$ cat src/rtl/core/ppmsd_pkg.sv
// ppmsd_pkg: shared types, phase codes and character constants for the ppm stream decoder
// no dependencies; imported by every module in rtl/core
`default_nettype none

package ppmsd_pkg;

    // default sizes for the top-level parameters
    localparam int DIM_BITS_DEF  = 16;
    localparam int LINE_BITS_DEF = 20;

    // fixed widths of the result fields
    localparam int DIM_OUT_W  = 16;
    localparam int LINE_OUT_W = 20;

    // parser phases
    localparam logic [3:0] PH_START    = 4'd0;
    localparam logic [3:0] PH_LEADCMT  = 4'd1;
    localparam logic [3:0] PH_EXPECT_P = 4'd2;
    localparam logic [3:0] PH_FMT      = 4'd3;
    localparam logic [3:0] PH_GAPW     = 4'd4;
    localparam logic [3:0] PH_CMTW     = 4'd5;
    localparam logic [3:0] PH_NUMW     = 4'd6;
    localparam logic [3:0] PH_GAPH     = 4'd7;
    localparam logic [3:0] PH_CMTH     = 4'd8;
    localparam logic [3:0] PH_NUMH     = 4'd9;
    localparam logic [3:0] PH_GAPM     = 4'd10;
    localparam logic [3:0] PH_CMTM     = 4'd11;
    localparam logic [3:0] PH_NUMM     = 4'd12;
    localparam logic [3:0] PH_BODY     = 4'd13;
    localparam logic [3:0] PH_HALT     = 4'd14;

    // input opcodes
    localparam logic OP_BYTE = 1'b0;
    localparam logic OP_EOS  = 1'b1;

    // result kinds
    localparam logic [1:0] KIND_PIXEL  = 2'd0;
    localparam logic [1:0] KIND_HEADER = 2'd1;
    localparam logic [1:0] KIND_ERROR  = 2'd2;

    // error codes
    localparam logic [2:0] ERR_FORMAT     = 3'd0;
    localparam logic [2:0] ERR_MISSING    = 3'd1;
    localparam logic [2:0] ERR_EXP_NUMBER = 3'd2;
    localparam logic [2:0] ERR_EXP_WS     = 3'd3;
    localparam logic [2:0] ERR_MAXVAL     = 3'd4;
    localparam logic [2:0] ERR_EARLY_END  = 3'd5;
    localparam logic [2:0] ERR_OVERFLOW   = 3'd6;

    // characters
    localparam logic [7:0] CH_P    = 8'h50;
    localparam logic [7:0] CH_3    = 8'h33;
    localparam logic [7:0] CH_6    = 8'h36;
    localparam logic [7:0] CH_HASH = 8'h23;
    localparam logic [7:0] CH_0    = 8'h30;
    localparam logic [7:0] CH_9    = 8'h39;
    localparam logic [7:0] CH_LF   = 8'h0A;
    localparam logic [7:0] CH_CR   = 8'h0D;
    localparam logic [7:0] CH_TAB  = 8'h09;
    localparam logic [7:0] CH_SP   = 8'h20;

    localparam logic [7:0] ALPHA_OPAQUE = 8'hFF;
    localparam logic [8:0] MAXVAL_CAP   = 9'd256;

    typedef struct packed {
        logic       opcode;
        logic [7:0] byte_value;
    } ppmsd_in_t;

    typedef struct packed {
        logic [1:0]            kind;
        logic [31:0]           pixel_word;
        logic                  last_pixel;
        logic [DIM_OUT_W-1:0]  image_width;
        logic [DIM_OUT_W-1:0]  image_height;
        logic [2:0]            error_code;
        logic [LINE_OUT_W-1:0] line_number;
    } ppmsd_out_t;

    function automatic logic is_nl(input logic [7:0] c);
        return (c == CH_LF) || (c == CH_CR);
    endfunction

    function automatic logic is_ws(input logic [7:0] c);
        return (c == CH_SP) || ((c >= CH_TAB) && (c <= CH_CR));
    endfunction

    function automatic logic is_digit(input logic [7:0] c);
        return (c >= CH_0) && (c <= CH_9);
    endfunction

endpackage

`default_nettype wire

$ cat src/rtl/core/ppmsd_parser.sv
// ppmsd_parser: parser state registers and the one-byte update logic
// depends on ppmsd_pkg
`default_nettype none

module ppmsd_parser
    import ppmsd_pkg::*;
#(
    parameter int DIM_BITS  = DIM_BITS_DEF,
    parameter int LINE_BITS = LINE_BITS_DEF
)
(
    input  wire logic       clk,
    input  wire logic       rst_n,
    input  wire logic       step,
    input  wire ppmsd_in_t  item,
    output logic            res_valid,
    output ppmsd_out_t      res
);

    localparam int ACC_W = (DIM_BITS > 9) ? DIM_BITS : 9;
    localparam int V_W   = ACC_W + 4;
    localparam logic [V_W-1:0] DIM_MAX =
        {{(V_W-DIM_BITS){1'b0}}, {DIM_BITS{1'b1}}};
    localparam logic [LINE_BITS-1:0] LINE_MAX = {LINE_BITS{1'b1}};

    logic [3:0]           phase_reg,   phase_next;
    logic                 binary_reg,  binary_next;
    logic [ACC_W-1:0]     acc_reg,     acc_next;
    logic                 digit_reg,   digit_next;
    logic [DIM_BITS-1:0]  width_reg,   width_next;
    logic [DIM_BITS-1:0]  height_reg,  height_next;
    logic [DIM_BITS-1:0]  col_reg,     col_next;
    logic [DIM_BITS-1:0]  row_reg,     row_next;
    logic [1:0]           chan_reg,    chan_next;
    logic [7:0]           red_reg,     red_next;
    logic [7:0]           green_reg,   green_next;
    logic [LINE_BITS-1:0] line_reg,    line_next;

    logic [7:0]           c;
    logic [3:0]           d;
    logic [V_W-1:0]       acc_ext;
    logic [V_W-1:0]       v;
    logic [7:0]           body_v;
    logic                 line_inc;
    logic                 err_fire;
    logic [2:0]           err_code;
    logic                 hdr_fire;
    logic                 chan_fire;
    logic [7:0]           chan_val;
    logic                 empty_img;
    logic                 col_wrap;
    logic                 row_end;
    logic                 last_px;
    logic [DIM_BITS-1:0]  col_inc;

    assign c       = item.byte_value;
    assign d       = 4'(c - CH_0);
    assign acc_ext = V_W'(acc_reg);
    assign v       = (acc_ext << 3) + (acc_ext << 1) + V_W'(d);
    assign body_v  = 8'((acc_reg[7:0] << 3) + (acc_reg[7:0] << 1) + 8'(d));
    assign col_inc = col_reg + 1'b1;
    assign col_wrap = ({1'b0, col_reg} + 1'b1) == {1'b0, width_reg};
    assign row_end  = ({1'b0, row_reg} + 1'b1) == {1'b0, height_reg};
    assign last_px  = col_wrap && row_end;

    always_comb
    begin
        phase_next  = phase_reg;
        binary_next = binary_reg;
        acc_next    = acc_reg;
        digit_next  = digit_reg;
        width_next  = width_reg;
        height_next = height_reg;
        col_next    = col_reg;
        row_next    = row_reg;
        chan_next   = chan_reg;
        red_next    = red_reg;
        green_next  = green_reg;
        line_next   = line_reg;
        line_inc    = 1'b0;
        err_fire    = 1'b0;
        err_code    = ERR_FORMAT;
        hdr_fire    = 1'b0;
        chan_fire   = 1'b0;
        chan_val    = 8'd0;
        empty_img   = (width_reg == '0) || (height_reg == '0);
        res_valid   = 1'b0;
        res         = '0;

        if (item.opcode == OP_EOS)
        begin
            // end of stream: report what is unfinished, then re-arm
            if (phase_reg <= PH_FMT)
            begin
                err_fire = 1'b1;
                err_code = ERR_FORMAT;
            end
            else if (phase_reg == PH_NUMM)
            begin
                err_fire = 1'b1;
                err_code = ERR_EXP_WS;
            end
            else if (phase_reg < PH_NUMM)
            begin
                err_fire = 1'b1;
                err_code = ERR_MISSING;
            end
            else if (phase_reg == PH_BODY)
            begin
                err_fire = 1'b1;
                err_code = ERR_EARLY_END;
            end
            if (err_fire)
            begin
                res_valid       = 1'b1;
                res.kind        = KIND_ERROR;
                res.error_code  = err_code;
                res.line_number = LINE_OUT_W'(line_reg);
            end
            phase_next  = PH_START;
            binary_next = 1'b0;
            acc_next    = '0;
            digit_next  = 1'b0;
            width_next  = '0;
            height_next = '0;
            col_next    = '0;
            row_next    = '0;
            chan_next   = '0;
            red_next    = '0;
            green_next  = '0;
            line_next   = '0;
        end
        else
        begin
            case (phase_reg)
                PH_START:
                begin
                    if (c == CH_HASH)
                    begin
                        phase_next = PH_LEADCMT;
                    end
                    else if (c == CH_P)
                    begin
                        phase_next = PH_FMT;
                    end
                    else
                    begin
                        err_fire = 1'b1;
                        err_code = ERR_FORMAT;
                    end
                end
                PH_LEADCMT:
                begin
                    if (is_nl(c))
                    begin
                        line_inc   = 1'b1;
                        phase_next = PH_EXPECT_P;
                    end
                end
                PH_EXPECT_P:
                begin
                    if (c == CH_P)
                    begin
                        phase_next = PH_FMT;
                    end
                    else
                    begin
                        err_fire = 1'b1;
                        err_code = ERR_FORMAT;
                    end
                end
                PH_FMT:
                begin
                    if (c == CH_3 || c == CH_6)
                    begin
                        binary_next = (c == CH_6);
                        phase_next  = PH_GAPW;
                    end
                    else
                    begin
                        err_fire = 1'b1;
                        err_code = ERR_FORMAT;
                    end
                end
                PH_GAPW, PH_GAPH, PH_GAPM:
                begin
                    if (c == CH_HASH)
                    begin
                        phase_next = phase_reg + 4'd1;
                    end
                    else if (is_ws(c))
                    begin
                        line_inc = is_nl(c);
                    end
                    else if (is_digit(c))
                    begin
                        acc_next   = ACC_W'(d);
                        phase_next = phase_reg + 4'd2;
                    end
                    else
                    begin
                        err_fire = 1'b1;
                        err_code = ERR_EXP_NUMBER;
                    end
                end
                PH_CMTW, PH_CMTH, PH_CMTM:
                begin
                    if (is_nl(c))
                    begin
                        line_inc   = 1'b1;
                        phase_next = phase_reg - 4'd1;
                    end
                end
                PH_NUMW, PH_NUMH:
                begin
                    if (is_digit(c))
                    begin
                        if (v > DIM_MAX)
                        begin
                            err_fire = 1'b1;
                            err_code = ERR_OVERFLOW;
                        end
                        else
                        begin
                            acc_next = ACC_W'(v);
                        end
                    end
                    else
                    begin
                        // number ends; this byte is treated as a gap byte
                        if (phase_reg == PH_NUMW)
                        begin
                            width_next = DIM_BITS'(acc_reg);
                            phase_next = PH_GAPH;
                        end
                        else
                        begin
                            height_next = DIM_BITS'(acc_reg);
                            phase_next  = PH_GAPM;
                        end
                        if (c == CH_HASH)
                        begin
                            phase_next = phase_next + 4'd1;
                        end
                        else if (is_ws(c))
                        begin
                            line_inc = is_nl(c);
                        end
                        else
                        begin
                            err_fire = 1'b1;
                            err_code = ERR_EXP_NUMBER;
                        end
                    end
                end
                PH_NUMM:
                begin
                    if (is_digit(c))
                    begin
                        acc_next = (v > V_W'(MAXVAL_CAP)) ? ACC_W'(MAXVAL_CAP)
                                                          : ACC_W'(v);
                    end
                    else if (!is_ws(c))
                    begin
                        err_fire = 1'b1;
                        err_code = ERR_EXP_WS;
                    end
                    else
                    begin
                        line_inc = is_nl(c);
                        if (acc_reg > ACC_W'(8'hFF))
                        begin
                            err_fire = 1'b1;
                            err_code = ERR_MAXVAL;
                        end
                        else
                        begin
                            hdr_fire = 1'b1;
                        end
                    end
                end
                PH_BODY:
                begin
                    if (binary_reg)
                    begin
                        chan_fire = 1'b1;
                        chan_val  = c;
                    end
                    else if (!digit_reg)
                    begin
                        if (is_ws(c))
                        begin
                            line_inc = is_nl(c);
                        end
                        else if (is_digit(c))
                        begin
                            acc_next   = ACC_W'(d);
                            digit_next = 1'b1;
                        end
                        else
                        begin
                            err_fire = 1'b1;
                            err_code = ERR_EXP_NUMBER;
                        end
                    end
                    else if (is_digit(c))
                    begin
                        acc_next = ACC_W'(body_v);
                    end
                    else if (!is_ws(c))
                    begin
                        err_fire = 1'b1;
                        err_code = ERR_EXP_NUMBER;
                    end
                    else
                    begin
                        // separator closes the sample, not counted as a line
                        digit_next = 1'b0;
                        chan_fire  = 1'b1;
                        chan_val   = acc_reg[7:0];
                    end
                end
                default:
                begin
                    phase_next = phase_reg;
                end
            endcase

            if (line_inc && line_reg != LINE_MAX)
            begin
                line_next = line_reg + 1'b1;
            end

            if (err_fire)
            begin
                res_valid       = 1'b1;
                res.kind        = KIND_ERROR;
                res.error_code  = err_code;
                res.line_number = LINE_OUT_W'(line_next);
                phase_next      = PH_HALT;
            end
            else if (hdr_fire)
            begin
                res_valid        = 1'b1;
                res.kind         = KIND_HEADER;
                res.last_pixel   = empty_img;
                res.image_width  = DIM_OUT_W'(width_reg);
                res.image_height = DIM_OUT_W'(height_reg);
                col_next         = '0;
                row_next         = '0;
                chan_next        = '0;
                digit_next       = 1'b0;
                acc_next         = '0;
                phase_next       = empty_img ? PH_HALT : PH_BODY;
            end
            else if (chan_fire)
            begin
                if (chan_reg == 2'd0)
                begin
                    red_next  = chan_val;
                    chan_next = 2'd1;
                end
                else if (chan_reg == 2'd1)
                begin
                    green_next = chan_val;
                    chan_next  = 2'd2;
                end
                else
                begin
                    chan_next      = 2'd0;
                    res_valid      = 1'b1;
                    res.kind       = KIND_PIXEL;
                    res.pixel_word = {ALPHA_OPAQUE, chan_val, green_reg, red_reg};
                    res.last_pixel = last_px;
                    if (col_wrap)
                    begin
                        col_next = '0;
                        row_next = row_reg + 1'b1;
                    end
                    else
                    begin
                        col_next = col_inc;
                    end
                    if (last_px)
                    begin
                        phase_next = PH_HALT;
                    end
                end
            end
        end
    end

    always_ff @(posedge clk or negedge rst_n)
    begin
        if (!rst_n)
        begin
            phase_reg  <= PH_START;
            binary_reg <= 1'b0;
            acc_reg    <= '0;
            digit_reg  <= 1'b0;
            width_reg  <= '0;
            height_reg <= '0;
            col_reg    <= '0;
            row_reg    <= '0;
            chan_reg   <= '0;
            red_reg    <= '0;
            green_reg  <= '0;
            line_reg   <= '0;
        end
        else if (step)
        begin
            phase_reg  <= phase_next;
            binary_reg <= binary_next;
            acc_reg    <= acc_next;
            digit_reg  <= digit_next;
            width_reg  <= width_next;
            height_reg <= height_next;
            col_reg    <= col_next;
            row_reg    <= row_next;
            chan_reg   <= chan_next;
            red_reg    <= red_next;
            green_reg  <= green_next;
            line_reg   <= line_next;
        end
    end

endmodule

`default_nettype wire

$ cat src/rtl/core/ppmsd_out_stage.sv
// ppmsd_out_stage: result register and the input-side ready
// depends on ppmsd_pkg
`default_nettype none

module ppmsd_out_stage
    import ppmsd_pkg::*;
(
    input  wire logic       clk,
    input  wire logic       rst_n,
    input  wire logic       item_valid,
    output logic            item_ready,
    output logic            step,
    input  wire logic       res_valid,
    input  wire ppmsd_out_t res,
    output logic            result_valid,
    input  wire logic       result_ready,
    output ppmsd_out_t      result
);

    logic       valid_reg;
    ppmsd_out_t data_reg;

    // a new word enters whenever the held result leaves or none is held
    assign item_ready   = !valid_reg || result_ready;
    assign step         = item_valid && item_ready;
    assign result_valid = valid_reg;
    assign result       = data_reg;

    always_ff @(posedge clk or negedge rst_n)
    begin
        if (!rst_n)
        begin
            valid_reg <= 1'b0;
        end
        else if (step)
        begin
            valid_reg <= res_valid;
        end
        else if (result_ready)
        begin
            valid_reg <= 1'b0;
        end
    end

    always_ff @(posedge clk)
    begin
        if (step && res_valid)
        begin
            data_reg <= res;
        end
    end

endmodule

`default_nettype wire

$ cat src/rtl/core/ppm_stream_decoder.sv
// ppm_stream_decoder: P3/P6 image decoder, one file byte per word,
// one word accepted per clock when the result side keeps up; the parser update is a single
// registered step and a result appears on result_valid the cycle after its word is accepted
// reset (rst_n low, asynchronous) returns the parser to the start of a header with the line
// count cleared and drops any held result; an end-of-stream word re-arms the same way
// depends on ppmsd_pkg, ppmsd_parser, ppmsd_out_stage
`default_nettype none

module ppm_stream_decoder
    import ppmsd_pkg::*;
#(
    parameter int DIM_BITS  = DIM_BITS_DEF,
    parameter int LINE_BITS = LINE_BITS_DEF
)
(
    input  wire logic       clk,
    input  wire logic       rst_n,
    input  wire logic       item_valid,
    output logic            item_ready,
    input  wire ppmsd_in_t  item,
    output logic            result_valid,
    input  wire logic       result_ready,
    output ppmsd_out_t      result
);

    // step: the input word is taken this edge and the parser state advances
    logic       step;
    logic       res_valid;
    ppmsd_out_t res;

    // header fields, comments, sample digits and the pixel assembly all live
    // in the parser; it only moves on an accepted word
    ppmsd_parser #(
        .DIM_BITS  (DIM_BITS),
        .LINE_BITS (LINE_BITS)
    ) u_parser (
        .clk       (clk),
        .rst_n     (rst_n),
        .step      (step),
        .item      (item),
        .res_valid (res_valid),
        .res       (res)
    );

    // the result register decouples the two sides so a byte can be taken
    // in the same cycle the previous result is handed out
    ppmsd_out_stage u_out (
        .clk          (clk),
        .rst_n        (rst_n),
        .item_valid   (item_valid),
        .item_ready   (item_ready),
        .step         (step),
        .res_valid    (res_valid),
        .res          (res),
        .result_valid (result_valid),
        .result_ready (result_ready),
        .result       (result)
    );

    // ready only drops while a result is held back by the consumer
    a_ready_only_on_stall: assert property (
        @(posedge clk) disable iff (!rst_n)
        !item_ready |-> (result_valid && !result_ready)
    ) else $error("input stalled without a pending result");

    // a word that produces a result shows it, unchanged, on the next cycle
    a_result_follows: assert property (
        @(posedge clk) disable iff (!rst_n)
        (step && res_valid) |=> (result_valid && result == $past(res))
    ) else $error("result lost or altered in the output register");

    // every pixel is opaque
    a_pixel_alpha: assert property (
        @(posedge clk) disable iff (!rst_n)
        (result_valid && result.kind == KIND_PIXEL)
            |-> (result.pixel_word[31:24] == ALPHA_OPAQUE)
    ) else $error("pixel word without full alpha");

endmodule

`default_nettype wire

$ cat config.mk
export PLATFORM = sky130hd
export DESIGN_NAME = ppm_stream_decoder
export DESIGN_NICKNAME = d
export VERILOG_FILES = /design/src/rtl/core/ppmsd_pkg.sv /design/src/rtl/core/ppmsd_parser.sv /design/src/rtl/core/ppmsd_out_stage.sv /design/src/rtl/core/ppm_stream_decoder.sv
export SDC_FILE = /design/constraint.sdc
export NUM_CORES = 1
export LEC_CHECK = 0
export ABC_CLOCK_PERIOD_IN_PS = 6790
export BUFFER_PORTS_ARGS = -buffer_cell sky130_fd_sc_hd__clkbuf_2
export CORE_MARGIN = 1
export CORE_UTILIZATION = 45
export DETAILED_ROUTE_END_ITERATION = 8
export GPL_TIMING_DRIVEN = 0
export PLACE_DENSITY = 0.65
export REMOVE_ABC_BUFFERS = 1
export SYNTH_ARGS = -nofsm -noshare
export SYNTH_HDL_FRONTEND = slang
export SYNTH_SLANG_ARGS = --single-unit
$ cat constraint.sdc
create_clock -name clk -period 6.79 [get_ports clk]
set_clock_uncertainty 0.05 [all_clocks]
set_input_delay 0.3395 -clock clk [delete_from_list [all_inputs] [get_ports clk]]
set_output_delay 0.3395 -clock clk [all_outputs]
set_load 0.01 [all_outputs]
# == Word level (Yosys, flattened, before mapping) ==
# Index checks and enable logic that the tools add are counted.
# op_classes
bitwise,2
n_mux,176
reduce_logical,42
add_sub_neg,14
n_eq_ne,31
order_cmp,9
# op_table
operator,count
$mux W16,35
$mux W8,16
$mux W4,21
$mux W35,2
$mux W23,3
$pmux W16 S4,1
$mux W1,63
$mux W3,14
$mux W20,2
$add A16 B1 Y17 const B,2
$eq A17 B16 Y1,2
$mux W33,1
$add A16 B1 Y16 const B,2
$eq A8 B6 Y1 const B,4
$logic_not A16 Y1,2
$mux W2,14
$pmux W4 S7,1
$eq A4 B4 Y1 const B,6
$add A19 B17 Y20,1
$add A20 B1 Y20 const B,1
$add A20 B4 Y20,1
$gt A20 B16 Y1 const B,1
$gt A20 B9 Y1 const B,1
$ne A20 B20 Y1 const B,1
other kinds (40),77
# word_totals
output_inout_bits,92
reg_bits,215

# == Depth between registers and ports, before layout ==
# Gate-level depths: netlist (run 1).
# logic_depth
ltp_word,16
ltp_mapped,17
ltp_nobuf,14

# == Modules after synthesis ==
# From an unflattened synthesis (run 1), not the netlist that was laid out.
# unflattened
hier_cells,1424
hier_area_um2,13226.4
# by_module_without_submodules
mod,cells_per_inst,area_per_inst_um2,n_inst
ppmsd_parser,1328,10455.0,1
ppmsd_out_stage,96,2771.4,1

# == Least setup slack after synthesis (run 1) ==
# OpenSTA, ideal clock, no wires.
# synth_timing
path_kind,flip-flop to flip-flop
start,register u_parser.acc_reg[0]
end,register u_out.data_reg (netlist bit u_out.result[0]) (enable)
setup_slack_ps,-206
path_stages_with_launch,14
period_less_slack_ps,6996
arrival_ps,6421
setup_time_ps,525
path_buffers,0
required_ps,6215
cell_sequence,dfrtp_1 -> inv_1 -> fa_1 -> inv_1 -> fa_1 -> a211oi_1 -> o211ai_1 -> a21oi_1 -> a2111oi_0 -> nor4b_4 -> a31oi_2 -> nand3b_1 -> a21oi_1 -> nor2_1
# synth_between
elab_chain_cells,10
word_cells_on_any_way,20
cone_classes,2 x add/sub; 2 x order compare; 15 x mux; 1 x reduce/logical
# synth_lines
element,line_no,rtl
"start, declared",ppmsd_parser.sv:28,"logic [ACC_W-1:0] acc_reg, acc_next;"
"start signal, assigned",ppmsd_parser.sv:414,acc_reg <= acc_next;
$add A19 B17 Y20 / $gt A16 B8 Y1 (equally long branches),"ppmsd_parser.sv:59, ppmsd_parser.sv:271",
$add A20 B4 Y20 / $mux W1 (equally long branches),"ppmsd_parser.sv:59, ppmsd_parser.sv:271",
$gt A20 B16 Y1 / $mux W1 (equally long branches),"ppmsd_parser.sv:218, ppmsd_parser.sv:263",
$mux W1 (on tied branches),"ppmsd_parser.sv:218, ppmsd_parser.sv:258",
$mux W1 (on tied branches),"ppmsd_parser.sv:216, ppmsd_parser.sv:135",
$pmux W1 S7 / $mux W1 (equally long branches),"ppmsd_parser.sv:135, ppmsd_parser.sv:90",
$mux W1 (on tied branches),"ppmsd_parser.sv:90, ppmsd_parser.sv:342",
$mux W1 *,ppmsd_parser.sv:334,if (err_fire)
$mux W1 *,ppmsd_parser.sv:90,if (item.opcode == OP_EOS)
$logic_and A1 B1 Y1 *,ppmsd_out_stage.sv:47,if (step && res_valid)
"end signal, assigned",ppmsd_out_stage.sv:49,data_reg <= res;
"end, declared",ppmsd_out_stage.sv:21,ppmsd_out_t data_reg;
# Every way passes the cells marked *; elsewhere a longest branch is shown, timed or not. The select of a mux whose other input is x is not followed.
# A chain may end at the register's enable or synchronous reset.

# == Final worst setup path (run 1) ==
# layout_timing
start,register u_parser.acc_reg[0]
end,register u_parser.chan_reg[1]
# layout_between
elab_chain_cells,9
word_cells_on_any_way,22
cone_classes,2 x add/sub; 2 x order compare; 1 x eq/ne; 15 x mux; 2 x reduce/logical
# layout_lines
element,line_no,rtl
$add A19 B17 Y20 / $gt A16 B8 Y1 (equally long branches),"ppmsd_parser.sv:59, ppmsd_parser.sv:271",
$add A20 B4 Y20 / $mux W1 (equally long branches),"ppmsd_parser.sv:59, ppmsd_parser.sv:271",
$gt A20 B16 Y1 / $mux W1 (equally long branches),"ppmsd_parser.sv:218, ppmsd_parser.sv:263",
$mux W1 (on tied branches),"ppmsd_parser.sv:218, ppmsd_parser.sv:258",
$mux W1 (on tied branches),"ppmsd_parser.sv:216, ppmsd_parser.sv:135",
$pmux W1 S7 / $mux W1 (equally long branches),"ppmsd_parser.sv:135, ppmsd_parser.sv:90",
$mux W1 / $mux W2 (equally long branches),"ppmsd_parser.sv:90, ppmsd_parser.sv:342",
$ne A2 B2 Y1 (no source line) / $mux W2 (equally long branches),-,
$reduce_and A3 Y1 (no source line) / $mux W2 (equally long branches),-,
"end signal, assigned",ppmsd_parser.sv:420,chan_reg <= chan_next;
"end, declared",ppmsd_parser.sv:34,"logic [1:0] chan_reg, chan_next;"
# Parallel ways exist; a longest one is shown, timed or not. The select of a mux whose other input is x is not followed.

==> flow_summary.yaml, run 1 <==
final_layout:
  multi_input_area_um2: 6820
  synthToLayoutAreaGrowth_pct: 12.6
  final_nets: 1536
  largest_reg_flops: 83
  diodes: 0
  drive_gt1_share_pct: 11.9
  regArea_um2: 5620
  stdcell_count: 1873
  fillers: 2658
logic_synthesis:
  ys_ff_latch: 208
  yosysWarnings: 0
  synth_most_common_cell: "nand2_1"
  synth.cell_area_um2: 13000
  ys_async_sr_fraction_pct: 60.1
  yosysTopAreaCell: "dfrtp_1"
  synth-main-ff-cell: "dfrtp_1"
  synth_edf_count: 83
  syn_area_per_cell_um2: 9.05
  seq_area_frac_synth_pct: 43.2
  synth_commonest_cells: "nand2_1 (165), dfrtp_1 (125), o21ai_0 (110), nor2_1 (95), a21oi_1 (89)"
  synth.distinct_cells: 88
  synthTopCellsByArea: "dfrtp_1 (24%), edfxtp_1 (19%), nand2_1 (4.8%), ha_1 (4.3%), o21ai_0 (4.2%)"
  yosysTopAreaCellShare_pct: 24.1
  syn_inst: 1436
clock_network:
  h-tree-depth: 1
  clk_root_buffer_cell: "clkbuf_16"
  cts_buffer_depth: 3
  cts.sinks: 208
  cts_tree: "done"
  worstSkewPairLatency_ns: 0.54
  cts.clk_slew.worst_paths_ns: 0.06
  numCtsBuffers: 25
  post_cts_buffers: 0
worst_setup_path:
  arrival_ns: 6.07
  worst_path_largest_cell_delay_ns: 0.79
  cp-end-kind: "register"
  critPathRequiredTime_ns: 7.16
  path_max_fanout: 30
  crit_type: "register to register"
  slowest_stage: "nand2_1"
  path_cells: "inv_1 -> fa_1 -> inv_1 -> fa_1 -> a211oi_1 -> o21ai_0 -> a211o_1 -> nand4b_1 -> nor4b_4 -> a311o_1 -> nand2_1 -> a21oi_1 -> mux2_2"
  startpoint_type: "register"
place:
  dp_hpwl_um: 25400
  io_buffers: 104
  place_inst: 1826
  dp_slack_ns: 1.00
  place_congestion: 0.933
timing:
  hold_viol_final: 0
  relSlewSlack_pct: 21.4
  finalWorstSetupSlack_ns: 1.10
  rsz0062_at_grt: "false"
  period_share_pct: 83.8
  finalMaxSlewViolations: 0
  fmax_mhz: 176
  tightest_slew_ns: 1.18
  fin_crit_ns: 5.69
  finalSetupViolCount: 0
die:
  start_util_pct: 46.3
  core_area_um2: 28100
  dieArea_um2: 29600
  fp.dieH_um: 172
  io-pin-count: 105
  die_w_um: 172
  row_count: 61
hold_path:
  hold_path_class: "input pin to register"
drt:
  vias: 11400
  drc: 0
  wl_per_cell_um: 19.2
  wl_um: 36100
  vias_per_cell: 6.11
  first_pass_iters: 6
  first_iter_violations: 1212
  ant_nets: 0
global_route:
  grt_max_degree: 80
  overflow: 0
  grt_usage_pct: 24.8
  grt_pass1_vias: 10700
  antenna_found_initial: 0
  grt_pass1_wl_um: 58200
power_and_ir_drop:
  peakVddDrop_v: 0.000198
  power_w: 0.00403
  powerDensity_nw_per_um2: 276
  cellLeakagePower_nw: 6.08
flow_run:
  cap_violations: 0
run_status:
  status: "finished clean"
worst max-delay path: cells and delay by family, from the launching register on:
family	cells	cell delay, ns
DFF	1	0.49
buffers and inverters	2	0.17
and+or+nand+nor	3	1.31
muxes	1	0.39
adders and majority gates	2	0.99
AOI/OAI and AO/OA	5	2.19
cells in the final DEF (no fill, tap or decap), drive strengths merged, types with 7 or more instances in the layout:
cell / count
nand2b: 10
nand3: 45
o211ai: 8
a21oi: 91
nand4: 32
nor2b: 9
nand2: 165
buf: 7
edfxtp: 83
o21ai: 113
inv: 47
nor3: 44
and3: 54
nor4: 23
o21a: 8
a211oi: 12
o2bb2ai: 14
mux2i: 23
a31oi: 28
and2: 26
a22oi: 8
ha: 45
clkbuf: 138
nor2: 95
a22o: 19
a21o: 9
xnor2: 31
and4: 7
or3: 11
o22ai: 7
xor2: 17
o31ai: 34
nor4b: 8
dfrtp: 125
worst paths after layout:
check	from	endpoint	slack [ns]	cells after the start
max in group asynchronous	rst_n	u_parser.acc_reg[12]	5.67	3
setup / recovery	u_parser.acc_reg[0]	u_parser.chan_reg[1]	1.10	13
min in group asynchronous	rst_n	u_parser.line_reg[18]	0.25	2
hold reg to reg	u_parser.red_reg[7]	u_parser.red_reg[7]	0.44	1
hold / removal	item_valid	u_out.result_valid	0.04	3
setup reg to reg	u_parser.acc_reg[0]	u_parser.chan_reg[1]	1.10	13
layer usage:
layer	vias to the layer above	global-route usage (%)	routed length, um
met5	-	0	0
met4	0	8.66	974
met3	69	3.04	2200
met2	413	38.4	16200
met1	5526	35.7	16700
li1	5439	-	-
per-stage QoR:
stage	setup TNS (ns)	utilization (%)	hold slack, ns	cell area (um2)
after floorplan	-18.75	-	-0.00609	12600
after global placement	-228.19	48.2	0.418	13500
after detailed placement	0	48.9	0.272	13700
after CTS	0	52.1	0.0164	14600
after global routing	0	52.1	0.0445	14600
final	0	52.1	0.0423	14600
kinds of logic (layout without fill, tap and decap cells):
group / count (synthesis) / in the layout / synth area share (%)
AOI/OAI and AO/OA: 402 / 402 / 20.1
and+or+nand+nor: 562 / 562 / 22.1
muxes: 26 / 26 / 2.03
DFF: 208 / 208 / 43.2
xor gates and xnor gates: 48 / 48 / 3.23
adders and majority gates: 47 / 47 / 4.64
buffers and inverters: 143 / 202 / 4.67
report_power, final:
part | switching (W) | leakage, nW | total [W] | internal, W
Combinational | 0.000685 | 3.12 | 0.00102 | 0.000337
Sequential | 0.000124 | 2.53 | 0.00157 | 0.00145
Clock | 0.000556 | 0.432 | 0.00144 | 0.000885
Total | 0.00137 | 6.08 | 0.00403 | 0.00267
area by class of cell:
cell class	instances	share of cell area [%]
Clock buffer	34	4.79
Clock inverter	12	1.29
Inverter	44	1.14
Multi-Input combinational cell	1085	46.5
Sequential cell	208	38.4
Tap cell	378	3.23
Timing Repair Buffer	112	4.62
timing repair:
| item | 4_1_cts | 5_1_grt |
|---|---|---|
| endpoints found under the hold margin | 46 | 0 |
| resized for setup | 0 | 0 |
| hold buffers | 1 | 0 |
No activity file was read; power rests on OpenSTA's default activity.
==> run 2, diff against run 1 <==
- ABC_CLOCK_PERIOD_IN_PS: 6790 -> 4700
- clock period: 6.79 -> 4.7 ns (I/O delays scaled with it)
==> flow_summary.yaml, run 2 (synthesized netlist as in run 1, its figures left out) <==
hold_path:
  hold_depth: 3
  hold_path_class: "input pin to register"
  min_from: "result_ready"
  whs_endpoint: "u_out.result_valid"
timing:
  period_share_pct: 95.1
  tightest_slew_ns: 1.08
  rsz0062_at_grt: "false"
  hold_viol_final: 0
  fin_tns_setup_ns: 0
  finalSetupViolCount: 0
  relSlewSlack_pct: 27.6
  fmax_mhz: 224
  finalMaxSlewViolations: 0
  fin_crit_ns: 4.47
worst_setup_path:
  cp-end-kind: "register"
  crit_type: "register to register"
  r2r-end: "u_parser.chan_reg[1]"
  startpoint_type: "register"
  rrSetupSlack_ns: 0.23
  path_cells: "inv_1 -> fa_1 -> inv_1 -> fa_1 -> a211oi_2 -> o21ai_1 -> a211o_1 -> nand4b_1 -> nor4b_4 -> buf_4 -> a311o_2 -> nand2_4 -> a21oi_2 -> mux2_2"
  critPathRequiredTime_ns: 5.07
  arrival_ns: 4.84
  slowest_stage: "fa_1"
  path_max_fanout: 30
  reg2reg_depth: 14
  path_buf_inv: 3
  worst_path_largest_cell_delay_ns: 0.48
  rr_startpoint: "u_parser.acc_reg[2]"
  path_depth: 14
  crit_family: "compound AO/OA/AOI/OAI gates"
drt:
  vias_per_cell: 6.12
  ant_nets: 0
  first_iter_violations: 1202
  wl_um: 36400
  wl_per_cell_um: 19.4
  drc: 0
  vias: 11500
  first_pass_iters: 7
final_layout:
  diodes: 0
  synthToLayoutAreaGrowth_pct: 13.8
  final_nets: 1543
  final_design_area_no_fill_um2: 14800
  final_cell_mix: "nand2_1 (162), dfrtp_1 (124), o21ai_0 (108)"
  multi_input_area_um2: 6900
  largest_reg_flops: 83
  fin_util_pct: 52.7
  final_common_cell: "nand2_1"
  fillers: 2643
  regArea_um2: 5620
  drive_gt1_share_pct: 13.0
  stdcell_count: 1880
clock_network:
  cts.sinks: 208
  clk_root_buffer_cell: "clkbuf_16"
  worstSkewPairLatency_ns: 0.54
  cts_buffer_depth: 3
  numCtsBuffers: 25
  h-tree-depth: 1
  cts_tree: "done"
  cts.clk_slew.worst_paths_ns: 0.06
global_route:
  grt_usage_pct: 25.0
  overflow: 0
  grt_max_degree: 80
  grt_pass1_wl_um: 58500
  grt_pass1_vias: 10700
  antenna_found_initial: 0
die:
  die_w_um: 172
  dieArea_um2: 29600
  row_count: 61
  fp.dieH_um: 172
  start_util_pct: 46.3
  core_area_um2: 28100
  io-pin-count: 105
place:
  dp_hpwl_um: 25400
  io_buffers: 104
  place_congestion: 0.933
  place_inst: 1826
  dpl_cell_area_um2: 13700
power_and_ir_drop:
  power_w: 0.00589
  powerDensity_nw_per_um2: 398
  cellLeakagePower_nw: 6.13
  peakVddDrop_v: 0.000287
run_status:
  status: "finished clean"
flow_run:
  cap_violations: 0
run 2: through the flow:
step | hold WS (ns) | setup WS (ns)
final | 0.0841 | 0.230
after CTS | 0.0393 | 0.0218
after floorplan | -0.111 | -2.32
after global placement | 0.418 | -4.64
after global routing | 0.135 | 0.0135
after detailed placement | 0.167 | -0.985
run 2: routing by layer:
metal  vias up  track usage (%)  wire length, um
li1       5460                -                -
met1      5551             35.8            16700
met2       428             38.6            16300
met3        70             3.34             2460
met4         0             8.73              956
met5         -                0                0
run 2: worst max path at each step:
stage,from,endpoint
2_1_floorplan,u_parser.acc_reg[0],u_out.result[0]
6_report,u_parser.acc_reg[2],u_parser.chan_reg[1]
3_3_place_gp,item[3],u_out.result[21]
4_1_cts,u_parser.acc_reg[0],u_out.result[40]
5_1_grt,u_parser.acc_reg[2],u_parser.col_reg[11]
3_5_place_dp,item[3],u_parser.chan_reg[1]
run 2: power breakdown:
group	leakage [nW]	internal, W	total, W	switching [W]
clock	0.432	0.00128	0.00208	0.000802
combinational	3.17	0.000515	0.00154	0.00102
sequential	2.53	0.00209	0.00227	0.000181
run 2: final cells by class:
type	count	share of cell area, %
Clock buffer	34	4.74
Clock inverter	12	1.28
Inverter	44	1.13
Multi-Input combinational cell	1086	46.7
Sequential cell	208	38.0
Tap cell	378	3.20
Timing Repair Buffer	118	4.98
run 2: tightest hold or removal path, stage by stage:
cell and delay (ns):
clkbuf_2 0.07, nand2b_1 0.20, o21ai_0 0.12
run 2: repair_timing:
action,4_1_cts,5_1_grt
gates cloned,1,0
hold endpoints to repair,47,0
hold buffers,2,0
resized for setup,14,8
setup buffers,0,5
endpoints found under the setup margin,168,131
pin swaps,1,1
